### config.mk
export PLATFORM = sky130hd
export DESIGN_NAME = shiu_cell
export DESIGN_NICKNAME = d
export VERILOG_FILES = /design/src/rtl/shiu_pkg.sv /design/src/rtl/shiu_cell.sv
export SDC_FILE = /design/constraint.sdc
export NUM_CORES = 1
export LEC_CHECK = 0
export BUFFER_PORTS_ARGS = -buffer_cell sky130_fd_sc_hd__buf_2
export CAP_MARGIN = 30
export CORE_MARGIN = 8
export CORE_UTILIZATION = 55
export CTS_BUF_LIST = sky130_fd_sc_hd__clkbuf_4
export CTS_CLUSTER_DIAMETER = 60
export DETAILED_ROUTE_END_ITERATION = 6
export PLACE_DENSITY = 0.92
export SLEW_MARGIN = 10
export SYNTH_ARGS = -nofsm -noshare
export SYNTH_HDL_FRONTEND = slang
export SYNTH_SLANG_ARGS = --single-unit
### constraint.sdc
create_clock -name clk -period 7.16 [get_ports clk]
set_input_delay 1.432 -clock clk [delete_from_list [all_inputs] [get_ports clk]]
set_output_delay 1.432 -clock clk [all_outputs]
set_load 0.05 [all_outputs]
### src/rtl/shiu_pkg.sv
package shiu_pkg;

    localparam int KEY_BITS    = 32;
    localparam int BUCKET_BITS = 31;
    localparam int DATA_BITS   = 32;
    localparam int INDEX_BITS  = 3;
    localparam int RBITS       = 5;

    typedef enum logic [1:0] {
        MODE_DIV = 2'd0,
        MODE_MUL = 2'd1,
        MODE_UNI = 2'd2
    } hash_mode_t;

    localparam logic [INDEX_BITS-1:0] REG_MODE       = 3'd0;
    localparam logic [INDEX_BITS-1:0] REG_TABLE_BITS = 3'd1;
    localparam logic [INDEX_BITS-1:0] REG_MULTIPLIER = 3'd2;
    localparam logic [INDEX_BITS-1:0] REG_OFFSET     = 3'd3;
    localparam logic [INDEX_BITS-1:0] REG_PRIME      = 3'd4;

    localparam logic [1:0]           RESET_MODE       = 2'd0;
    localparam logic [RBITS-1:0]     RESET_TABLE_BITS = 5'd6;
    localparam logic [DATA_BITS-1:0] RESET_MULTIPLIER = 32'd2654435915;
    localparam logic [DATA_BITS-1:0] RESET_OFFSET     = 32'd0;
    localparam logic [DATA_BITS-1:0] RESET_PRIME      = 32'd67;

    typedef struct packed {
        logic [1:0]           hash_mode;
        logic [RBITS-1:0]     table_bits;
        logic [DATA_BITS-1:0] multiplier;
        logic [DATA_BITS-1:0] offset;
        logic [DATA_BITS-1:0] prime_modulus;
    } cfg_t;

endpackage

### src/rtl/shiu_cell.sv
module shiu_cell #(
    parameter int KEY_WIDTH = 32
) (
    input  logic                           clk,
    input  logic                           rst_n,
    input  logic [shiu_pkg::DATA_BITS-1:0] prime,
    input  logic                           div_on,
    input  logic                           prev_valid,
    output logic                           prev_ready,
    input  logic [KEY_WIDTH-1:0]           prev_val,
    input  logic [shiu_pkg::DATA_BITS-1:0] prev_rem,
    output logic                           valid,
    input  logic                           next_ready,
    output logic [KEY_WIDTH-1:0]           val,
    output logic [shiu_pkg::DATA_BITS-1:0] rem
);
    import shiu_pkg::*;

    logic                 valid_reg;
    logic [KEY_WIDTH-1:0] val_reg;
    logic [DATA_BITS-1:0] rem_reg;
    logic [KEY_WIDTH-1:0] val_next;
    logic [DATA_BITS-1:0] rem_next;
    logic [DATA_BITS:0]   trial;
    logic [DATA_BITS:0]   diff;

    assign prev_ready = !valid_reg || next_ready;

    // one restoring step: bring in the next dividend bit, subtract P if it fits
    assign trial = {prev_rem, prev_val[KEY_WIDTH-1]};
    assign diff  = trial - {1'b0, prime};

    always_comb
    begin
        if (div_on)
        begin
            val_next = prev_val << 1;
            rem_next = (trial >= {1'b0, prime}) ? diff[DATA_BITS-1:0]
                                                : trial[DATA_BITS-1:0];
        end
        else
        begin
            val_next = prev_val;
            rem_next = prev_rem;
        end
    end

    always_ff @(posedge clk or negedge rst_n)
    begin
        if (!rst_n)
            valid_reg <= 1'b0;
        else if (prev_ready)
            valid_reg <= prev_valid;
    end

    always_ff @(posedge clk)
    begin
        if (prev_valid && prev_ready)
        begin
            val_reg <= val_next;
            rem_reg <= rem_next;
        end
    end

    assign valid = valid_reg;
    assign val   = val_reg;
    assign rem   = rem_reg;

endmodule

After elaboration in Yosys (flattened, before gate mapping) --
Cells that the tools add are included. W data, S select, Z words.
Storage, ports and cells: logic and storage cells 12, flip-flop bits (word level) 65, output and inout port bits 66, input port bits 101
Operators by class: $lt $le $gt $ge 1, reductions and logical operators 3, add/subtract/negate cells 1, mux-type cells 3
Operator list (number):
- $mux W32 | 3
- $ge A33 B32 Y1 | 1
- $sub A32 B32 Y32 | 1
- $logic_and A1 B1 Y1 | 1
- $logic_not A1 Y1 | 1
- $logic_or A1 B1 Y1 | 1

Depth between registers and ports, before layout --
Gate-level depths: netlist (run 1).
depth after elaboration 3, gate-level depth with buffers 14, gate-level depth less buffers 13

Worst setup path before layout (run 1) --
Ideal clock, no wire load.
kind in2reg, start input port prev_val[31], end register rem_reg[28] (netlist: rem[28]), data pin, path buffers 0, stages on the path 13, library setup time 0.152 ns, setup slack 3.063 ns, required time 7.008 ns, arrival time 3.946 ns, cells stage by stage inv_1 ha_1 inv_1 fa_1 a21oi_2 o211ai_1 a31o_1 a221o_2 a21oi_2 o21ai_2 and4_4 or4_1 a31oi_1
Between the ends: word-level cells in the longest chain between the ends 3, elaborated cells on any way between the ends 4, those cells by class add/sub: 1; order compare: 1; mux: 2
RTL lines:
- start, declared | RTL line shiu_cell.sv:10 | input logic [KEY_WIDTH-1:0] prev_val,
- $sub A32 B32 Y32 or $ge A33 B32 Y1 (tied branches) | RTL line shiu_cell.sv:31, shiu_cell.sv:38
- $mux W32 * | RTL line shiu_cell.sv:38 | rem_next = (trial >= {1'b0, prime}) ? diff[DATA_BITS-1:0]
- $mux W32 * | RTL line shiu_cell.sv:35 | if (div_on)
- net rem_next[28] | RTL line shiu_cell.sv:23 | logic [DATA_BITS-1:0] rem_next;
- end signal, assigned | RTL line shiu_cell.sv:61 | rem_reg <= rem_next;
- end, declared | RTL line shiu_cell.sv:21 | logic [DATA_BITS-1:0] rem_reg;
The timed path passes the listed nets; every way through them passes the cells marked *. A chain may end at the register's enable or synchronous reset.

Worst setup path after layout (run 1) --
start input port prev_rem[22] (netlist name), end register rem_reg[28] (netlist: rem[28]), data pin
Between the ends: word-level cells in the longest chain between the ends 3, elaborated cells on any way between the ends 4, those cells by class add/sub: 1; order compare: 1; mux: 2
RTL lines:
- start, declared | RTL line shiu_cell.sv:11 | input logic [shiu_pkg::DATA_BITS-1:0] prev_rem,
- $sub A32 B32 Y32 or $ge A33 B32 Y1 (tied branches) | RTL line shiu_cell.sv:31, shiu_cell.sv:38
- $mux W32 * | RTL line shiu_cell.sv:38
- $mux W32 * | RTL line shiu_cell.sv:35
- net rem_next[28] | RTL line shiu_cell.sv:23
Marked as above.

==> metrics.csv, run 1 <==
metric;value;unit
status;finished, final reports clean;
p_leak;2.76;nW
grt_pass1_vias;4604;
syn-num-nets;646;
fin_crit_sh;0.593;
die_h;111;µm
synth_xor_area_frac;0.0442;
syn_avg_cell_area;9.68;µm²
yosys_register_bits;65;
layout_commonest_cell;buf_2;
tightest_slew;0.828;ns
cts_tree;done;
setup_viol;0;
async_reset_ff_frac;0.0154;
rows;34;
first_pass_iters;5;
post_cts_buffers;0;
detail_route.wl_per_cell;18.1;µm
synthSimpleGateAreaFrac;0.122;
required;7.43;ns
syn_inst;512;
relSlewSlack;0.448;
hold_buffers;0;
fmaxAchievable;0.235;GHz
yosysTopAreaCell;edfxtp_1;
vias;4562;
cpMaxStageDelayCell;or4_1;
hold_viol_final;0;
wl;14200;µm
powerDensity;199;nW/µm²
hold_depth;2;
ys.flop_type;edfxtp_1;
reg2reg_slack;5.45;ns
grt_max_degree;65;
peakVddDrop;92.6;µV
rr_endpoint;val[17];
postPlaceCellArea;5860;µm²
ctsResizeCount;0;
cts_buffer_depth;2;
cts-root-buf;clkbuf_4;
synthMuxAreaShare;0.111;
diodes;0;
boundaryPins;167;
most-common-layout-cells;buf_2, edfxtp_1, inv_1;
clkSinkCount;65;
fin_crit;4.25;ns
dp_slack;2.15;ns
rsz0062_at_grt;no;
die-area;12300;µm²
design_area;6050;µm²
min_to;valid;
worstReg2RegStart;valid;
synth-seq-area-share;0.393;
hp-start;valid;
cp-end-kind;flip-flop;
r2r_cells;3;
ant_nets;0;
ys_types;63;
area_growth;22.1;%
portBuffers;166;
setup_ws;2.91;ns
via_per_inst;5.81;
netlist_top_cells_area;edfxtp_1, ha_1, mux2_2;
core_area;8720;µm²
grt_overflow;0;
synth_compound_area_frac;0.189;
hold_class;flip-flop to flip-flop;
start_util;0.568;
fin_skew;0.0234;ns
layout-drive-gt1-share;0.344;
dpl.hpwl;11000;µm
grt_antenna_before_repair;0;
cts-htree-levels;3;
whs;0.557;ns
clk_pin_slew;0.13;ns
cp_data_arrival_time;4.51;ns
final_nets;806;
synth_edf_count;64;
critPathMaxStageDelay;0.52;ns
crit_path_start_kind;input port;
max_cap_viol_count;0;
yosysTopAreaCellShare;0.388;
synthAdderAreaFrac;0.0848;
tns;0;ns
yosysWarnings;0;
crit_path_max_fanout;20;
post-route-drc-count;0;
worstSetupPathType;input port to flip-flop;
fill_cells;667;
die_w;111;µm
clock_latency;0.42;ns
first_iter_violations;402;
slew_violations;0;
gp_congestion;0.883;
grt_pass1_wl;22400;µm
crit_chain;buf_2 > ha_1 > nand3_1 > nor2_1 > nand2_1 > o21ai_0 > o21ba_2 > a21oi_1 > a21oi_4 > buf_16 > buf_4 > or4_1 > a31oi_1;
synth_area;4950;µm²
synth_top_family_by_area;compound AO/OA/AOI/OAI gates;
grt_use_total;0.218;
numCtsBuffers;9;
[where the power goes]
part           internal [mW]  switching [mW]
logic                  0.155           0.286
clock network          0.147           0.152
registers              0.457         0.00707
[layout make-up]
cell class | count | area [µm²] | share of cell area
clock inverters | 6 | 92.6 | 0.0153
clock buffers | 10 | 75.1 | 0.0124
well taps | 108 | 135 | 0.0223
inverters | 49 | 184 | 0.0304
repair buffers | 170 | 881 | 0.146
flip-flops and latches | 65 | 1950 | 0.322
multi-input cells | 377 | 2740 | 0.452
[synthesized netlist by cell type (4+ instances only)]
cell type   n
inv_1      49
a31oi_1    14
ha_1       32
nand4_1     6
o21ai_0    26
mux2i_1    19
nor2b_1     8
edfxtp_1   64
mux2_2     32
nand3_1    12
a21oi_1    46
xor2_1     12
nand2b_1    6
nor3_1      6
clkbuf_1   12
xnor2_1    13
nand2_1    26
nor2_1     39
o221ai_1    4
a21oi_2     4
buf_2       4
a21o_1     17
[through the flow]
| step | cells | util | power (mW) |
|---|---|---|---|
| 6_report | 785 | 0.694 | 1.20 |
| 4_1_cts | 784 | 0.691 | 1.20 |
| 3_5_place_dp | 768 | 0.672 | 0.905 |
| 5_1_grt | 785 | 0.694 | 1.26 |
| 3_3_place_gp | 768 | 0.672 | 0.895 |
| 2_1_floorplan | 512 | - | 0.793 |
[critical path, delay by kind of cell]
kind,cells,cell delay [ns]
compound gates,5,1.03
fa+ha+maj,1,0.49
buf+inv,3,0.52
simple gates,4,1.02
[per-layer routing]
metal | wire [µm] | share of wire | global-route usage
met5 | 0 | 0 | 0
met4 | 400 | 0.028 | 0.0937
met1 | 5950 | 0.42 | 0.256
met2 | 6720 | 0.47 | 0.360
met3 | 1110 | 0.078 | 0.0655
[kinds of logic after synthesis]
family,count (synthesis)
adder cells (fa/ha/maj),33
buffers and inverters,70
AND/OR/NAND/NOR,123
multiplexers,51
XOR/XNOR,25
flip-flops,65
AO/OA/AOI/OAI,145
[how the worst max path moves through the flow]
stage	startpoint	slack, ns	to
final	prev_rem[22]	2.91	rem[28]
after global routing	prev_rem[22]	2.70	rem[28]
after CTS	prime[1]	2.62	rem[6]
after detailed placement	prime[1]	2.15	rem[18]
after global placement	prime[1]	2.25	rem[18]
after floorplan	prev_val[31]	3.06	rem[28]
(Power assumes the default switching activity.)
==> run 2, diff against run 1 <==
Settings changed: CORE_UTILIZATION 55 to 48, PLACE_DENSITY 0.92 to 0.86.
Clock period 7.16 ns to 3.8 ns, I/O delays scaled along.
==> run 2 against run 1 <==
Against the previous run:
- final cell count increased by 4.5%
- sequential share of layout area fell by 0.22 points
- power increased by 82%
- combinational power increased by 88%
- utilization shrank 9.6 points
- largest power group unchanged
- non-clock buffer count grew 6
- final area grew 0.70%
- sequential power grew 88%
==> metrics.csv, run 2 (synthesized netlist as in run 1, its figures left out) <==
metric;value;unit
area_growth;23.0;%
cts_tree;done;
cts-root-buf;clkbuf_4;
gp_congestion;0.930;
tightest_slew;0.427;ns
hold_viol_final;0;
grt_max_degree;40;
post-route-drc-count;0;
core_area;10200;µm²
setup_viol;0;
die-area;13800;µm²
most-common-layout-cells;buf_2, edfxtp_1, inv_1;
grt_antenna_before_repair;1;
slew_violations;0;
ctsResizeCount;0;
fin_skew;0.0251;ns
numCtsBuffers;9;
fill_cells;875;
fin_crit;3.28;ns
dpl.hpwl;11300;µm
hold_class;input port to async pin;
final_nets;812;
die_w;118;µm
grt_pass1_vias;4611;
clkSinkCount;65;
grt_overflow;0;
fmaxAchievable;0.305;GHz
placed_cells;803;
rsz0062_at_grt;no;
p_leak;2.77;nW
first_iter_violations;268;
relSlewSlack;0.715;
start_util;0.486;
design_area;6090;µm²
layout_commonest_cell;buf_2;
crit_path_start_kind;input port;
cts_buffer_depth;2;
clk_pin_slew;0.13;ns
via_per_inst;5.43;
worstSetupPathType;input port to flip-flop;
die_h;118;µm
ant_nets;0;
status;finished, final reports clean;
powerDensity;359;nW/µm²
fin_crit_sh;0.863;
post_cts_buffers;0;
reg2reg_slack;2.12;ns
required;4.08;ns
hold_buffers;0;
vias;4453;
peakVddDrop;172;µV
clock_latency;0.42;ns
fin_cells;820;
tns;0;ns
layout-drive-gt1-share;0.350;
crit_path_max_fanout;4;
rows;37;
grt_use_total;0.199;
grt_pass1_wl;22800;µm
first_pass_iters;4;
cp-end-kind;flip-flop;
boundaryPins;167;
portBuffers;166;
detail_route.wl_per_cell;16.9;µm
cp_data_arrival_time;3.56;ns
max_cap_viol_count;0;
wl;13800;µm
postPlaceCellArea;5950;µm²
cts-htree-levels;3;
run 2: path summary, 6_finish.rpt:
| path | startpoint | endpoint | cells past startpoint |
|---|---|---|---|
| max in group asynchronous | rst_n | valid | 1 |
| min reg2reg | valid | valid | 2 |
| max | prev_val[31] | rem[28] | 14 |
| min in group clk | prev_valid | valid | 2 |
| min | rst_n | valid | 1 |
| max reg2reg | valid | val[14] | 3 |
run 2: report_power, final:
part	total, mW	leakage [nW]	switching, mW	internal [mW]
clock network	0.487	0.0769	0.282	0.206
logic	0.827	2.08	0.533	0.294
registers	0.872	0.619	0.0124	0.860
total	2.19	2.77	0.827	1.36
run 2: final cells by class:
| cell class | count | area [µm²] | share of cell area |
|---|---|---|---|
| diodes | 1 | 2.50 | 0.000411 |
| clock inverters | 7 | 77.6 | 0.0127 |
| inverters | 49 | 184 | 0.0302 |
| clock buffers | 9 | 67.6 | 0.0111 |
| well taps | 136 | 170 | 0.0279 |
| multi-input cells | 377 | 2740 | 0.449 |
| flip-flops and latches | 65 | 1950 | 0.319 |
| repair buffers | 176 | 908 | 0.149 |
run 2: critical path: stages:
cell      delay, ns
buf_2          0.10
inv_1          0.06
ha_1           0.15
inv_1          0.05
fa_1           0.40
a21oi_2        0.21
o211ai_1       0.11
a31o_1         0.24
a221o_2        0.39
a21oi_2        0.22
o21ai_2        0.08
and4_4         0.19
or4_1          0.39
a31oi_1        0.19
run 2: stage by stage:
step	power [mW]	setup WS, ns	hold WS [ns]	util
5_1_grt	2.30	0.390	0.0521	0.598
3_5_place_dp	1.71	0.0780	0.520	0.584
3_3_place_gp	1.69	0.159	0.495	0.584
4_1_cts	2.20	0.534	0.0522	0.598
6_report	2.19	0.520	0.0786	0.598
2_1_floorplan	1.49	0.375	0.464	-
run 2: metal layers:
layer	wire length, µm	GRT usage
met2	6850	0.345
met1	5670	0.224
met4	264	0.0777
met3	1060	0.0590
met5	0	0
==> run 3, diff against run 2 <==
Settings changed: GPL_TIMING_DRIVEN from default to 0.
==> run 3 against run 2 <==
Against the previous run:
- fmax decreased by 7.8%
- die area unchanged
- count of clock-buffer cells in the layout unchanged
- flip-flop and latch count unchanged
- final area increased by 0.14%
- non-clock buffer count increased by 10
- final cell count increased by 1.2%
- routed wire length increased by 5.3%
- worst setup slack got worse by 0.28 ns
- critical path depth decreased by 1
- clock skew increased by 0.0059 ns
- utilization increased by 0.086 points
- highest routed layer unchanged
==> metrics.csv, run 3 (synthesized netlist as in run 1, its figures left out) <==
metric;value;unit
status;finished, final reports clean;
cts_tree;done;
ant_nets;0;
hold_class;input port to async pin;
p_int;1.36;mW
boundaryPins;167;
die_h;118;µm
power.share.combinational;0.377;
setup_viol;0;
grt_overflow;0;
wl;14600;µm
tns;0;ns
clk_pin_slew;0.14;ns
layout-drive-gt1-share;0.338;
clockPowerShare;0.225;
fin_skew;0.0309;ns
detail_route.wl_per_cell;17.6;µm
post-route-drc-count;0;
wl_met2;7030;µm
clkSinkCount;65;
fmaxAchievable;0.281;GHz
crit_path_max_fanout;10;
power;2.20;mW
die_w;118;µm
ctsResizeCount;0;
portBuffers;165;
first_pass_iters;5;
gp_congestion;0.920;
cts-root-buf;clkbuf_4;
design_area;6100;µm²
layout_commonest_cell;buf_2;
p_leak;2.77;nW
grt_use_total;0.206;
fin_crit;3.56;ns
post_cts_buffers;0;
worstSetupPathType;input port to flip-flop;
top_layer;met4;
cp-end-kind;flip-flop;
area_growth;23.2;%
fin_crit_sh;0.936;
relSlewSlack;0.449;
cp_data_arrival_time;3.70;ns
critPathTopFamily;compound AO/OA/AOI/OAI gates;
peakVddDrop;160;µV
postPlaceCellArea;5950;µm²
whs;0.0609;ns
tightest_slew;0.827;ns
hold_viol_final;0;
die-area;13800;µm²
wl_met3;1130;µm
clock_latency;0.44;ns
wl_met1;5970;µm
start_util;0.486;
rsz0062_at_grt;no;
grt_max_degree;65;
sequentialPowerShare;0.397;
cts_buffer_depth;2;
powerDensity;360;nW/µm²
grt_pass1_wl;23300;µm
rows;37;
timing.critical_path.buf_inv;3;
via_per_inst;5.54;
required;3.95;ns
cpMaxStageDelayCell;nand2b_1;
numCtsBuffers;9;
crit_path_start_kind;input port;
vias;4595;
slew_violations;0;
core_area;10200;µm²
cts-htree-levels;3;
critPathMaxStageDelay;0.39;ns
switchingPower;839;µW
p_sw_frac;0.382;
dpl.hpwl;11600;µm
max_cap_viol_count;0;
grt_pass1_vias;4780;
hold_buffers;0;
first_iter_violations;261;
final_nets;822;
grt_antenna_before_repair;1;
crit_chain;buf_2 > inv_1 > ha_1 > nor2b_1 > o2111a_1 > or2_2 > o311ai_1 > o21ba_2 > a21oi_1 > a21oi_2 > buf_4 > nand2b_1 > o221ai_1;
most-common-layout-cells;buf_2, edfxtp_1, inv_1;
-- run 3: cell count changes in the layout (fill, tap and decap cells not counted), sizes merged --
cell	before	now
clkbuf	9	21
buf	176	174
inv	51	50
clkinv	3	4
-- run 3: per-layer routing --
| metal | vias up | global-route usage |
|---|---|---|
| met2 | 195 | 0.351 |
| met3 | 33 | 0.0619 |
| met5 | - | 0 |
| met1 | 2114 | 0.228 |
| met4 | 0 | 0.107 |
| li1 | 2253 | - |
-- run 3: path summary, 6_finish.rpt --
check,from,end,slack (ns),cells after the start
max,prime[1],rem[21],0.24,13
min,rst_n,valid,0.06,1
max reg2reg,valid,rem[12],2.15,2
min reg2reg,valid,valid,0.57,2
max in group asynchronous,rst_n,valid,3.66,1
min in group clk,prev_valid,valid,0.52,2
-- run 3: area by class of cell --
class	count	area, µm²
inverters	49	184
multi-input cells	377	2730
diodes	1	2.50
well taps	136	170
fillers	895	4080
plain buffers	21	95.1
repair buffers	165	826
flip-flops and latches	65	1950
clock inverters	7	80.1
clock buffers	9	67.6
-- run 3: power groups by stage --
| stage | registers [mW] | clock network (mW) | logic, mW |
|---|---|---|---|
| finish | 0.873 | 0.495 | 0.828 |
| global route | 0.878 | 0.529 | 0.895 |
| CTS | 0.873 | 0.508 | 0.825 |
| detailed placement | 0.890 | 0 | 0.822 |
| global placement | 0.889 | 0 | 0.806 |
| floorplan | 1.07 | 0 | 0.420 |
-- run 3: worst reg2reg max path, cell delays in order, from the launching register on --
cell and delay (ns):
dfrtp_1 0.40, nand2b_1 0.12, and2_4 0.70
-- run 3: through the flow --
step	utilization	setup slack [ns]	cells
after floorplan	-	0.375	512
after global placement	0.584	-0.160	813
after detailed placement	0.585	-0.224	813
after CTS	0.599	0.227	829
after global routing	0.599	0.0812	830
final	0.599	0.243	830
