<file path="src/rtl/shiu_pkg.sv">
package shiu_pkg;

    localparam int KEY_BITS    = 32;
    localparam int BUCKET_BITS = 31;
    localparam int DATA_BITS   = 32;
    localparam int INDEX_BITS  = 3;
    localparam int RBITS       = 5;

    typedef enum logic [1:0] {
        MODE_DIV = 2'd0,
        MODE_MUL = 2'd1,
        MODE_UNI = 2'd2
    } hash_mode_t;

    localparam logic [INDEX_BITS-1:0] REG_MODE       = 3'd0;
    localparam logic [INDEX_BITS-1:0] REG_TABLE_BITS = 3'd1;
    localparam logic [INDEX_BITS-1:0] REG_MULTIPLIER = 3'd2;
    localparam logic [INDEX_BITS-1:0] REG_OFFSET     = 3'd3;
    localparam logic [INDEX_BITS-1:0] REG_PRIME      = 3'd4;

    localparam logic [1:0]           RESET_MODE       = 2'd0;
    localparam logic [RBITS-1:0]     RESET_TABLE_BITS = 5'd6;
    localparam logic [DATA_BITS-1:0] RESET_MULTIPLIER = 32'd2654435915;
    localparam logic [DATA_BITS-1:0] RESET_OFFSET     = 32'd0;
    localparam logic [DATA_BITS-1:0] RESET_PRIME      = 32'd67;

    typedef struct packed {
        logic [1:0]           hash_mode;
        logic [RBITS-1:0]     table_bits;
        logic [DATA_BITS-1:0] multiplier;
        logic [DATA_BITS-1:0] offset;
        logic [DATA_BITS-1:0] prime_modulus;
    } cfg_t;

endpackage

</file>
<file path="src/rtl/shiu_front.sv">
module shiu_front #(
    parameter int KEY_WIDTH = 32
) (
    input  logic                           clk,
    input  logic                           rst_n,
    input  shiu_pkg::cfg_t                 cfg,
    input  logic                           in_valid,
    output logic                           in_ready,
    input  logic [shiu_pkg::KEY_BITS-1:0]  key,
    output logic                           out_valid,
    input  logic                           out_ready,
    output logic [KEY_WIDTH-1:0]           val
);
    import shiu_pkg::*;

    localparam int SHW = $clog2(KEY_WIDTH + 1) + 1;

    logic                 a_valid_reg;
    logic [KEY_WIDTH-1:0] a_key_reg;
    logic [KEY_WIDTH-1:0] a_prod_reg;
    logic                 b_valid_reg;
    logic [KEY_WIDTH-1:0] b_val_reg;
    logic                 b_ready;

    logic [63:0]          key_ext;
    logic [KEY_WIDTH-1:0] key_w;
    logic [31:0]          key32;
    logic [63:0]          prod;
    logic [63:0]          offset_ext;
    logic [SHW-1:0]       shift;
    logic [KEY_WIDTH-1:0] b_val_next;

    assign key_ext = 64'(key);
    assign key_w   = key_ext[KEY_WIDTH-1:0];
    assign key32   = 32'(key_w);
    assign prod    = 64'(cfg.multiplier) * 64'(key32);

    assign in_ready = !a_valid_reg || b_ready;
    assign b_ready  = !b_valid_reg || out_ready;

    assign offset_ext = 64'(cfg.offset);
    assign shift      = SHW'(KEY_WIDTH) - SHW'(cfg.table_bits);

    always_comb
    begin
        unique case (cfg.hash_mode)
            MODE_MUL:
            begin
                if (SHW'(cfg.table_bits) < SHW'(KEY_WIDTH))
                    b_val_next = a_prod_reg >> shift;
                else
                    b_val_next = a_prod_reg;
            end
            MODE_UNI:
                b_val_next = a_prod_reg + offset_ext[KEY_WIDTH-1:0];
            default:
                b_val_next = a_key_reg;
        endcase
    end

    always_ff @(posedge clk or negedge rst_n)
    begin
        if (!rst_n)
        begin
            a_valid_reg <= 1'b0;
            b_valid_reg <= 1'b0;
        end
        else
        begin
            if (in_ready)
                a_valid_reg <= in_valid;
            if (b_ready)
                b_valid_reg <= a_valid_reg;
        end
    end

    always_ff @(posedge clk)
    begin
        if (in_valid && in_ready)
        begin
            a_key_reg  <= key_w;
            a_prod_reg <= prod[KEY_WIDTH-1:0];
        end
        if (a_valid_reg && b_ready)
            b_val_reg <= b_val_next;
    end

    assign out_valid = b_valid_reg;
    assign val       = b_val_reg;

endmodule

</file>
<file path="config.mk">
export PLATFORM = sky130hd
export DESIGN_NAME = shiu_front
export DESIGN_NICKNAME = d
export VERILOG_FILES = /design/src/rtl/shiu_pkg.sv /design/src/rtl/shiu_front.sv
export SDC_FILE = /design/constraint.sdc
export NUM_CORES = 1
export LEC_CHECK = 0
export BUFFER_PORTS_ARGS = -buffer_cell sky130_fd_sc_hd__buf_4
export CAP_MARGIN = 20
export CORE_ASPECT_RATIO = 2
export CORE_MARGIN = 2
export CORE_UTILIZATION = 40
export DETAILED_ROUTE_END_ITERATION = 7
export SETUP_SLACK_MARGIN = 0.15
export SLEW_MARGIN = 20
export SYNTH_ARGS = -nofsm -noshare
export SYNTH_HDL_FRONTEND = slang
export SYNTH_SLANG_ARGS = --single-unit
</file>
<file path="constraint.sdc">
create_clock -name clk -period 3.87 [get_ports clk]
set_input_delay 0.774 -clock clk [delete_from_list [all_inputs] [get_ports clk]]
set_output_delay 0.774 -clock clk [all_outputs]
set_load 0.03 [all_outputs]
</file>
# Word level (Yosys, flattened, before mapping)
# Index checks and enable logic that the tools add are counted.
# Widths: inputs -> output; s select.
# totals
n_memories,0
out_inout_bits,34
regBits,98
romBits,0
latch_bits,0
ramBits,0
# op_classes
magnitude_cmp,0
bitwise_logic,0
mux,1
n_eq_ne,2
addsub,2
reduce_logical,6
shift,1
multipliers,1
n_div,0
# ops
cell,n
$pmux 32 s2,1
$add 32x32->32,1
$mul 32x32->32,1
$shr 32x7->32,1
$sub 6x5->7 const A,1
$eq 2x1->1 const B,1
$eq 2x2->1 const B,1
$logic_and 1x1->1,2
$logic_not 1->1,2
$logic_or 1x1->1,2

# Logic depth before layout (Yosys ltp)
# Gate-level depths: netlist of the first run.
# depth
word_depth,4
mapped_depth,29
ltp_nobuf,27

# Worst setup path after synthesis of the first run
# Ideal clock, no wire load.
# synth_path
path_type,in2reg
startpoint,input port cfg[77] (netlist bit)
endpoint,"register a_prod_reg[30], data pin"
slack_ps,-3934
arrival_time_ps,7652
setup_ps,152
stages,24
required_ps,3718
cell_sequence,clkbuf_1 > clkbuf_1 > and2_1 > fa_1 > fa_1 > fa_1 > inv_1 > fa_1 > inv_1 > fa_1 > fa_1 > fa_1 > inv_1 > fa_1 > inv_1 > ha_1 > a2111oi_2 > o211a_1 > a311oi_1 > or4_1 > a31o_1 > and3_1 > or4_1 > o21ai_0
# synth_between
elab_chain_len,1
# synth_lines
item,line_no,rtl
"start, declared",shiu_front.sv:6,"input shiu_pkg::cfg_t cfg,"
$mul 32x32->32,shiu_front.sv:36,assign prod = 64'(cfg.multiplier) * 64'(key32);
named net prod[30],shiu_front.sv:28,logic [63:0] prod;
"end signal, assigned",shiu_front.sv:82,a_prod_reg <= prod[KEY_WIDTH-1:0];
"end, declared",shiu_front.sv:20,logic [KEY_WIDTH-1:0] a_prod_reg;
# The timed path passes the listed nets, and every way through them passes these cells.
# A chain may end at the register's enable or synchronous reset.

# Worst setup path in the final report of the first run
# layout_path
startpoint,input port key[5] (netlist bit)
endpoint,"register a_prod_reg[30], data pin"
# layout_between
elab_chain_len,1
# layout_lines
item,line_no,rtl
"start, declared",shiu_front.sv:9,"input logic [shiu_pkg::KEY_BITS-1:0] key,"
$mul 32x32->32,shiu_front.sv:36,
named net prod[30],shiu_front.sv:28,
# The timed path passes the listed nets, and every way through them passes these cells.

==> results of run 1 <==
[timing repair]
| action | 4_1_cts | 5_1_grt |
|---|---|---|
| pin swaps | 115 | 32 |
| gates resized for setup | 194 | 21 |
| endpoints found under the setup margin | 27 | 30 |
| gates cloned | 2 | 0 |
| buffers inserted | 39 | 4 |
[cell usage in the layout (no fill, tap or decap), types with 28 or more instances in the layout]
cell type	instances
fa_2	33
buf_4	377
and2_1	285
o21ai_0	40
ha_1	127
a21oi_1	79
buf_12	28
inv_1	385
a21o_1	35
ha_4	29
xor2_1	29
edfxtp_1	96
nor2_1	63
xnor2_1	77
buf_6	37
fa_1	376
nand2_1	291
[worst max-delay path, stage by stage]
cell and delay, ns:
buf_4 0.15, and2_4 0.16, fa_1 0.46, fa_1 0.48, fa_1 0.58, inv_2 0.05, fa_1 0.50, inv_2 0.04
fa_1 0.49, fa_1 0.43, fa_1 0.49, inv_1 0.05, fa_1 0.52, inv_2 0.05, ha_4 0.22, a2111oi_4 0.36
o211a_1 0.24, a311oi_2 0.12, or4_4 0.44, a31o_1 0.20, and3_4 0.17, or4_1 0.39, o21ai_1 0.09
[path summary, 6_finish.rpt]
path	startpoint	endpoint	slack, ns	cells past startpoint
setup / recovery	key[5]	a_prod_reg[30]	-3.38	23
hold / removal	rst_n	out_valid	0.17	1
setup reg to reg	a_prod_reg[0]	val[26]	0.45	13
hold reg to reg	a_valid_reg	out_valid	0.49	1
max in group asynchronous	rst_n	a_valid_reg	3.62	1
min in group clk	a_valid_reg	out_valid	0.49	1
[kinds of logic after synthesis]
family,synth area share (%)
AND/OR/NAND/NOR,16.41
buffers and inverters,8.872
AO/OA/AOI/OAI,7.927
XOR/XNOR,4.637
multiplexers,2.944
adder cells (fa/ha/maj),45.94
flip-flops,13.27
[synth_stat cells, drive strengths merged, types with 17 or more instances]
cell type,n
inv,405
o21ai,52
fa,409
xnor2,86
nor2,65
ha,157
a21oi,86
a21o,36
and2,308
nand2,293
clkbuf,106
xor2,31
nor3,17
a211oi,22
mux2i,20
edfxtp,96
[layer usage]
layer / routed length, um / vias up
li1: - / 8031
met5: 0 / -
met3: 2204 / 244
met4: 8554 / 0
met1: 24710 / 8913
met2: 44280 / 515
[stage by stage]
step | instances | instance area, um2 | TNS [ns]
global route | 3383 | 27750 | -65.58
CTS | 3377 | 27610 | -62.39
floorplan | 2345 | 22500 | -61.92
finish | 3383 | 27750 | -62.18
global placement | 3320 | 26130 | -76.19
detailed placement | 3320 | 26130 | -78.15
[cell type report]
class                           count  area [um2]  share of cell area, %
Sequential cell                    98        2933                  10.57
Clock inverter                      7       121.4                 0.4374
Multi-Input combinational cell   1726       18000                  64.87
Inverter                          406        1524                  5.492
Clock buffer                        9       225.2                 0.8117
Timing Repair Buffer              459        4093                  14.75
Antenna cell                        2       5.005                0.01804
Tap cell                          676       845.8                  3.048
==> metrics.md, run 1 <==
| Metric | Value |
|---|---|
| Max Root-Sink Buffers | 2 |
| Synth top area share | 37.05% |
| Most crowded layer after global routing | met2 |
| Clock root cell | clkbuf_16 |
| Post-synthesis average cell area | 9.424 um2 |
| Fin crit share | 187.4% |
| Dpl hpwl | 70.11 mm |
| Num CTS Buffers | 9 |
| Share of cells above drive strength 1 | 24.07% |
| GR met1 Demand/Resource | 26.09% |
| Initial antenna violation count | 3 |
| Final Critical Period | 7.251 ns |
| Placement Setup Slack | -4.070 ns |
| Worst-Skew Late Latency | 0.37 ns |
| Core area | 54500 um2 |
| # DRC | 0 |
| I/O Buffers | 140 |
| Initial Util | 40.55% |
| Final setup vio count | 26 |
| Hold slack final | 0.1680 ns |
| M2 GR Usage | 55.88% |
| Ys flop type | edfxtp_1 |
| Worst EP required | 4.09 ns |
| Netlist cell types | 63 |
| Fin. Hold Viols | 0 |
| Largest net degree at the start of global routing | 36 |
| Hold buffer count at CTS | 0 |
| Syn Inst Count | 2345 |
| Final Util | 50.91% |
| Die H | 336.4 um |
| Rows | 121 |
| DR pass1 iterations | 5 |
| #FFs+latches synth | 98 |
| Critical Path AT | 7.48 ns |
| Total Routing Usage GR | 28.78% |
| Synth-to-Final Area Change | 25.56% |
| Critical Setup Path Class | primary input to flop |
| Die span in x | 170.2 um |
| Post-synth EDFFs | 96 |
| Status | complete, but fails checks |
| Detailed Route WL | 79.75 mm |
| Routability cong. | 1.003 |
| Area leader, netlist | fa_1 |
| First-pass GRT wire length | 119.2 mm |
| Wire length per cell | 23.57 um |
| Max Clock Skew | 0.006164 ns |
| Fillers | 5109 |
| Worst Tran Pin Value | 1.034 ns |
| Synth top area cells | fa_1 37%, edfxtp_1 13%, ha_1 8.9%, and2_1 8.7%, inv_1 6.9% |
| IO Count | 173 |
| Rel. slew slack | 30.36% |
| Vias/cell | 5.233 |
| PnR worst setup slack | -3.381 ns |
| Max Freq | 0.1379 GHz |
| Clock slew at reported path FFs | 0.07 ns |
| Total number of vias | 17703 |
| Violated checks | negative setup slack |
| CP Max Fanout | 7 |
| ANT nets after route | 0 |
| Post-synth ARST share | 2.041% |
| Ys Warns | 0 |
| Iteration-0 DRC Markers | 817 |
| RSZ-0062 raised after global routing | yes |
| CP Launch Type | primary input |
| CTS sink cnt | 98 |
| Crit. End Element | flop |
| Post-synthesis sequential area ratio | 13.27% |
| Grt met3 use | 2.048% |
| Final slew viol count | 0 |
| Final nets | 3405 |
| Mapped Nets | 3050 |
| Maxcap violations | 0 |
| CTS H-tree depth | 3 |
| CTS tree | done |
| GRT Residual Overflow | 0 |
| DIE AREA | 57260 um2 |
| Number of global-route vias before repair | 20093 |
| Synth Cell Area | 22100 um2 |
| HP Class | primary input to async pin |
Power of run 1 is left out: the tool's default activity adds up to more than one toggle a clock period on the data nets, which glitch-free logic cannot reach.
==> run 2: changes to the inputs <==
- CORE_UTILIZATION: 40 -> 50
- PLACE_DENSITY: default -> 0.68
==> run 2 against run 1 <==
Against the previous run: the run still ends with negative setup slack left; non-clock buffer count decreased by 67; sequential share of layout area up 0.49 points; flip-flop and latch count stayed put; critical path type unchanged; final area down 4.4%; critical endpoint unchanged.
==> metrics.md, run 2 (synthesis gave the netlist of run 1 again) <==
| Metric | Value |
|---|---|
| Status | complete, but fails checks |
| Violated checks | negative setup slack |
| Non-filler instance count after layout | 3194 |
| Maxcap violations | 0 |
| IO Count | 173 |
| Synth-to-Final Area Change | 20.05% |
| M2 GR Usage | 50.64% |
| DR pass1 iterations | 7 |
| Iteration-0 DRC Markers | 978 |
| Worst path cell trace | buf_4 -> and2_4 -> fa_2 -> fa_2 -> fa_1 -> inv_2 -> fa_1 -> inv_1 -> fa_1 -> inv_1 -> fa_1 -> inv_1 -> fa_2 -> fa_2 -> ha_4 -> a2111oi_4 -> o211a_1 -> a311oi_2 -> or4_4 -> a31o_1 -> and3_1 -> or4_1 -> o21ai_1 |
| Slowest cell on crit path | fa_2 |
| Most crowded layer after global routing | met2 |
| Grt met3 use | 2.630% |
| ANT nets after route | 0 |
| Hold slack final | 0.1925 ns |
| Critical Path Max Stage Delay | 0.58 ns |
| Final slew viol count | 0 |
| Number of global-route vias before repair | 18256 |
| Most common cell after layout, fill and taps aside | inv_1 |
| PnR worst setup slack | -3.337 ns |
| I/O Buffers | 140 |
| Area of the multi-input gates | 17910 um2 |
| Die H | 301.3 um |
| Max Root-Sink Buffers | 2 |
| Worst-Skew Late Latency | 0.35 ns |
| Sequential Area | 2933 um2 |
| Vias/cell | 5.466 |
| Worst Tran Pin Value | 0.7815 ns |
| First-pass GRT wire length | 101.1 mm |
| Detailed Route WL | 64.41 mm |
| Critical Setup Path Class | primary input to flop |
| Initial Util | 50.32% |
| Clock root cell | clkbuf_16 |
| CTS H-tree depth | 3 |
| Die span in x | 152.7 um |
| # DRC | 0 |
| Total Routing Usage GR | 28.21% |
| Max Clock Skew | 0.009268 ns |
| Core area | 43910 um2 |
| Initial antenna violation count | 2 |
| Fin. Hold Viols | 0 |
| HP Class | primary input to async pin |
| Max Freq | 0.1387 GHz |
| Fillers | 3717 |
| Crit. End Element | flop |
| CP Max Fanout | 3 |
| GRT Residual Overflow | 0 |
| Dpl hpwl | 54.75 mm |
| Hold buffer count at CTS | 0 |
| Rel. slew slack | 47.90% |
| Largest net degree at the start of global routing | 47 |
| Final Critical Period | 7.207 ns |
| Fin crit share | 186.2% |
| Clock slew at reported path FFs | 0.08 ns |
| Sum Neg Setup Slack | -62.40 ns |
| GR met1 Demand/Resource | 35.93% |
| Total number of vias | 17457 |
| Num CTS Buffers | 9 |
| Worst EP required | 4.08 ns |
| Wire length per cell | 20.17 um |
| Final setup vio count | 26 |
| RSZ-0062 raised after global routing | yes |
| DIE AREA | 46000 um2 |
| Final nets | 3338 |
| Share of cells above drive strength 1 | 21.57% |
| CTS tree | done |
| Commonest non-fill, non-tap cells in the layout | 387 x inv_1, 383 x fa_1, 357 x buf_4 |
| Routability cong. | 0.9259 |
| Rows | 109 |
| CTS sink cnt | 98 |
| CP Launch Type | primary input |
| Placed cell count | 3159 |
| Critical Path AT | 7.42 ns |
==> run 2: final timing paths <==
| check | from | to | slack (ns) | cells past startpoint |
|---|---|---|---|---|
| setup / recovery | cfg[77] | a_prod_reg[30] | -3.34 | 23 |
| hold / removal | rst_n | a_valid_reg | 0.19 | 1 |
| setup reg to reg | a_prod_reg[0] | val[18] | 0.46 | 11 |
| hold reg to reg | a_valid_reg | out_valid | 0.50 | 1 |
| max in group asynchronous | rst_n | out_valid | 3.59 | 1 |
| min in group clk | a_valid_reg | out_valid | 0.50 | 1 |
==> run 2: cell type report <==
cell class / count / area share, %
timing repair buffer: 392 / 11.92
tap: 555 / 2.617
clock inverter: 7 / 0.2971
sequential: 98 / 11.05
antenna: 1 / 0.009432
multi-input combinational: 1726 / 67.51
inverter: 406 / 5.744
clock buffer: 9 / 0.8489
==> run 2: critical path, delay by kind of cell <==
family | cells | cell delay [ns]
AOI/OAI and AO/OA | 5 | 0.97
buffers and inverters | 5 | 0.32
adders and majority gates | 9 | 4.20
and+or+nand+nor | 4 | 1.14
==> run 2: layer usage <==
| metal | routed length [um] | up-vias |
|---|---|---|
| met1 | 25570 | 8818 |
| met5 | 13 | - |
| met3 | 3016 | 137 |
| li1 | - | 7912 |
| met4 | 2482 | 2 |
| met2 | 33330 | 588 |
==> run 2: stage by stage <==
| stage | setup slack, ns | area, um2 | util (%) |
|---|---|---|---|
| after detailed placement | -3.955 | 25480 | 58.02 |
| after global routing | -3.514 | 26530 | 60.41 |
| after CTS | -3.472 | 26220 | 59.70 |
| after floorplan | -3.714 | 22500 | - |
| after global placement | -3.890 | 25480 | 58.02 |
| final | -3.337 | 26530 | 60.41 |
==> run 2: repair_timing <==
action | CTS | global route
gates resized for setup | 70 | 77
endpoints found under the setup margin | 27 | 28
cloned | 0 | 0
endpoints found under the hold margin | 0 | 0
buffers inserted | 11 | 7
pin swaps | 61 | 71
Power of run 2 is left out for the same reason.
==> run 3: changes to the inputs <==
- PLACE_DENSITY: 0.68 -> default
- PLACE_DENSITY_LB_ADDON: default -> 0.08
- SKIP_LAST_GASP: default -> 1
==> run 3 against run 2 <==
Against the previous run: the run still ends with negative setup slack left; wire length rose by 4.1%; cell count barely moved; first-iteration DRC count fell by 6.6%; hold slack got worse by 0.0077 ns; non-clock buffer count rose by 2; final area rose by 0.65%; die area did not move; register-to-register slack improved by 0.02 ns; via count fell by 0.73%; worst setup slack improved by 0.020 ns; utilization rose by 0.39 points; clock-buffer cell count did not move; critical endpoint unchanged.
==> metrics.md, run 3 (synthesis gave the netlist of run 1 again) <==
| Metric | Value |
|---|---|
| CTS H-tree depth | 3 |
| Synth-to-Final Area Change | 20.83% |
| CP Launch Type | primary input |
| DR pass1 iterations | 6 |
| RSZ-0062 raised after global routing | yes |
| Max Clock Skew | 0.01396 ns |
| Worst Tran Pin Value | 0.8587 ns |
| Crit. End Element | flop |
| # DRC | 0 |
| Core area | 43910 um2 |
| Critical Setup Path Class | primary input to flop |
| Reg2Reg Depth | 12 |
| Clock root cell | clkbuf_16 |
| Die H | 301.3 um |
| First-pass GRT wire length | 103.8 mm |
| Vias/cell | 5.424 |
| Number of global-route vias before repair | 18178 |
| Worst reg2reg startpoint | a_prod_reg[0] |
| Total Routing Usage GR | 29.47% |
| Maxcap violations | 0 |
| Initial antenna violation count | 0 |
| Initial Util | 50.32% |
| Worst R2R Setup Slack | 0.48 ns |
| Final slew viol count | 0 |
| Critical Path AT | 7.39 ns |
| Hold slack final | 0.1848 ns |
| Num CTS Buffers | 9 |
| Max Root-Sink Buffers | 2 |
| Worst EP required | 4.07 ns |
| HP Class | primary input to async pin |
| Commonest non-fill, non-tap cells in the layout | 387 x inv_1, 381 x fa_1, 345 x buf_4 |
| Status | complete, but fails checks |
| Fin. Hold Viols | 0 |
| Detailed Route WL | 67.06 mm |
| DIE AREA | 46000 um2 |
| Final setup vio count | 27 |
| Total number of vias | 17329 |
| Iteration-0 DRC Markers | 913 |
| Max Freq | 0.1391 GHz |
| Antenna diodes | 0 |
| Routability cong. | 0.9401 |
| Rows | 109 |
| IO Count | 173 |
| Clock slew at reported path FFs | 0.08 ns |
| CTS sink cnt | 98 |
| Final nets | 3340 |
| Rel. slew slack | 42.76% |
| GRT Residual Overflow | 0 |
| Largest net degree at the start of global routing | 65 |
| Die span in x | 152.7 um |
| Share of cells above drive strength 1 | 22.05% |
| Worst r2r dst | val[18] |
| Dpl hpwl | 57.15 mm |
| PnR worst setup slack | -3.317 ns |
| CP Max Fanout | 3 |
| CTS tree | done |
| Wire length per cell | 20.99 um |
| Final Critical Period | 7.187 ns |
| Worst-Skew Late Latency | 0.36 ns |
| Fin crit share | 185.7% |
| Violated checks | negative setup slack |
| Worst Setup SP | cfg[77] |
| I/O Buffers | 140 |
| ANT nets after route | 0 |
| Most common cell after layout, fill and taps aside | inv_1 |
-- run 3: cell count changes in the layout (fill, tap and decap cells not counted), moves of 3 or more --
cell | previous run | this run
buf_6 | 22 | 36
inv_8 | 4 | 1
ha_1 | 128 | 120
ha_4 | 29 | 36
buf_4 | 357 | 345
-- run 3: worst max-delay path, cell delays in order --
cell,delay [ns]
buf_6,0.10
and2_4,0.15
fa_1,0.54
fa_1,0.44
fa_1,0.51
inv_2,0.04
fa_1,0.54
inv_2,0.04
fa_1,0.50
fa_1,0.44
fa_1,0.50
inv_1,0.05
fa_1,0.49
inv_2,0.04
ha_4,0.22
a2111oi_4,0.33
o211a_1,0.23
a311oi_2,0.11
or4_4,0.43
a31o_1,0.21
and3_4,0.18
or4_1,0.42
o21ai_1,0.10
-- run 3: metal layers --
layer | share of wire [%] | GRT usage (%)
met1 | 40 | 38.32
met2 | 50 | 51.06
met3 | 5.3 | 3.420
met4 | 4.1 | 10.56
met5 | 0 | 0
-- run 3: worst max path at each step --
stage / endpoint / cells after the start
3_3_place_gp: a_prod_reg[30] / 23
4_1_cts: a_prod_reg[30] / 23
3_5_place_dp: a_prod_reg[30] / 23
5_1_grt: a_prod_reg[30] / 23
2_1_floorplan: a_prod_reg[30] / 24
6_report: a_prod_reg[30] / 23
-- run 3: final cells by class --
type | count | area, um2
clock buffer | 9 | 225.2
clock inverter | 7 | 78.83
fill | 3879 | 17210
inverter | 406 | 1524
multi-input combinational | 1726 | 18010
sequential | 98 | 2933
tap | 555 | 694.4
timing repair buffer | 394 | 3236
-- run 3: timing repair --
| action | 4_1_cts | 5_1_grt |
|---|---|---|
| endpoints found under the setup margin | 27 | 27 |
| hold buffers | 0 | 0 |
| gates resized for setup | 64 | 103 |
| buffers inserted | 10 | 9 |
| cloned | 0 | 1 |
| pin swaps | 68 | 110 |
| hold endpoints to repair | 0 | 0 |
-- run 3: per-stage QoR --
stage	instance area [um2]	TNS (ns)	std cells	worst slack [ns]	utilization [%]
2_1_floorplan	22500	-61.92	2345	-3.714	-
3_3_place_gp	25490	-73.41	3159	-3.871	58.05
3_5_place_dp	25490	-74.68	3159	-3.920	58.05
4_1_cts	26180	-63.05	3185	-3.480	59.62
5_1_grt	26700	-66.86	3195	-3.499	60.80
6_report	26700	-63.39	3195	-3.317	60.80
Power of run 3 is left out for the same reason.
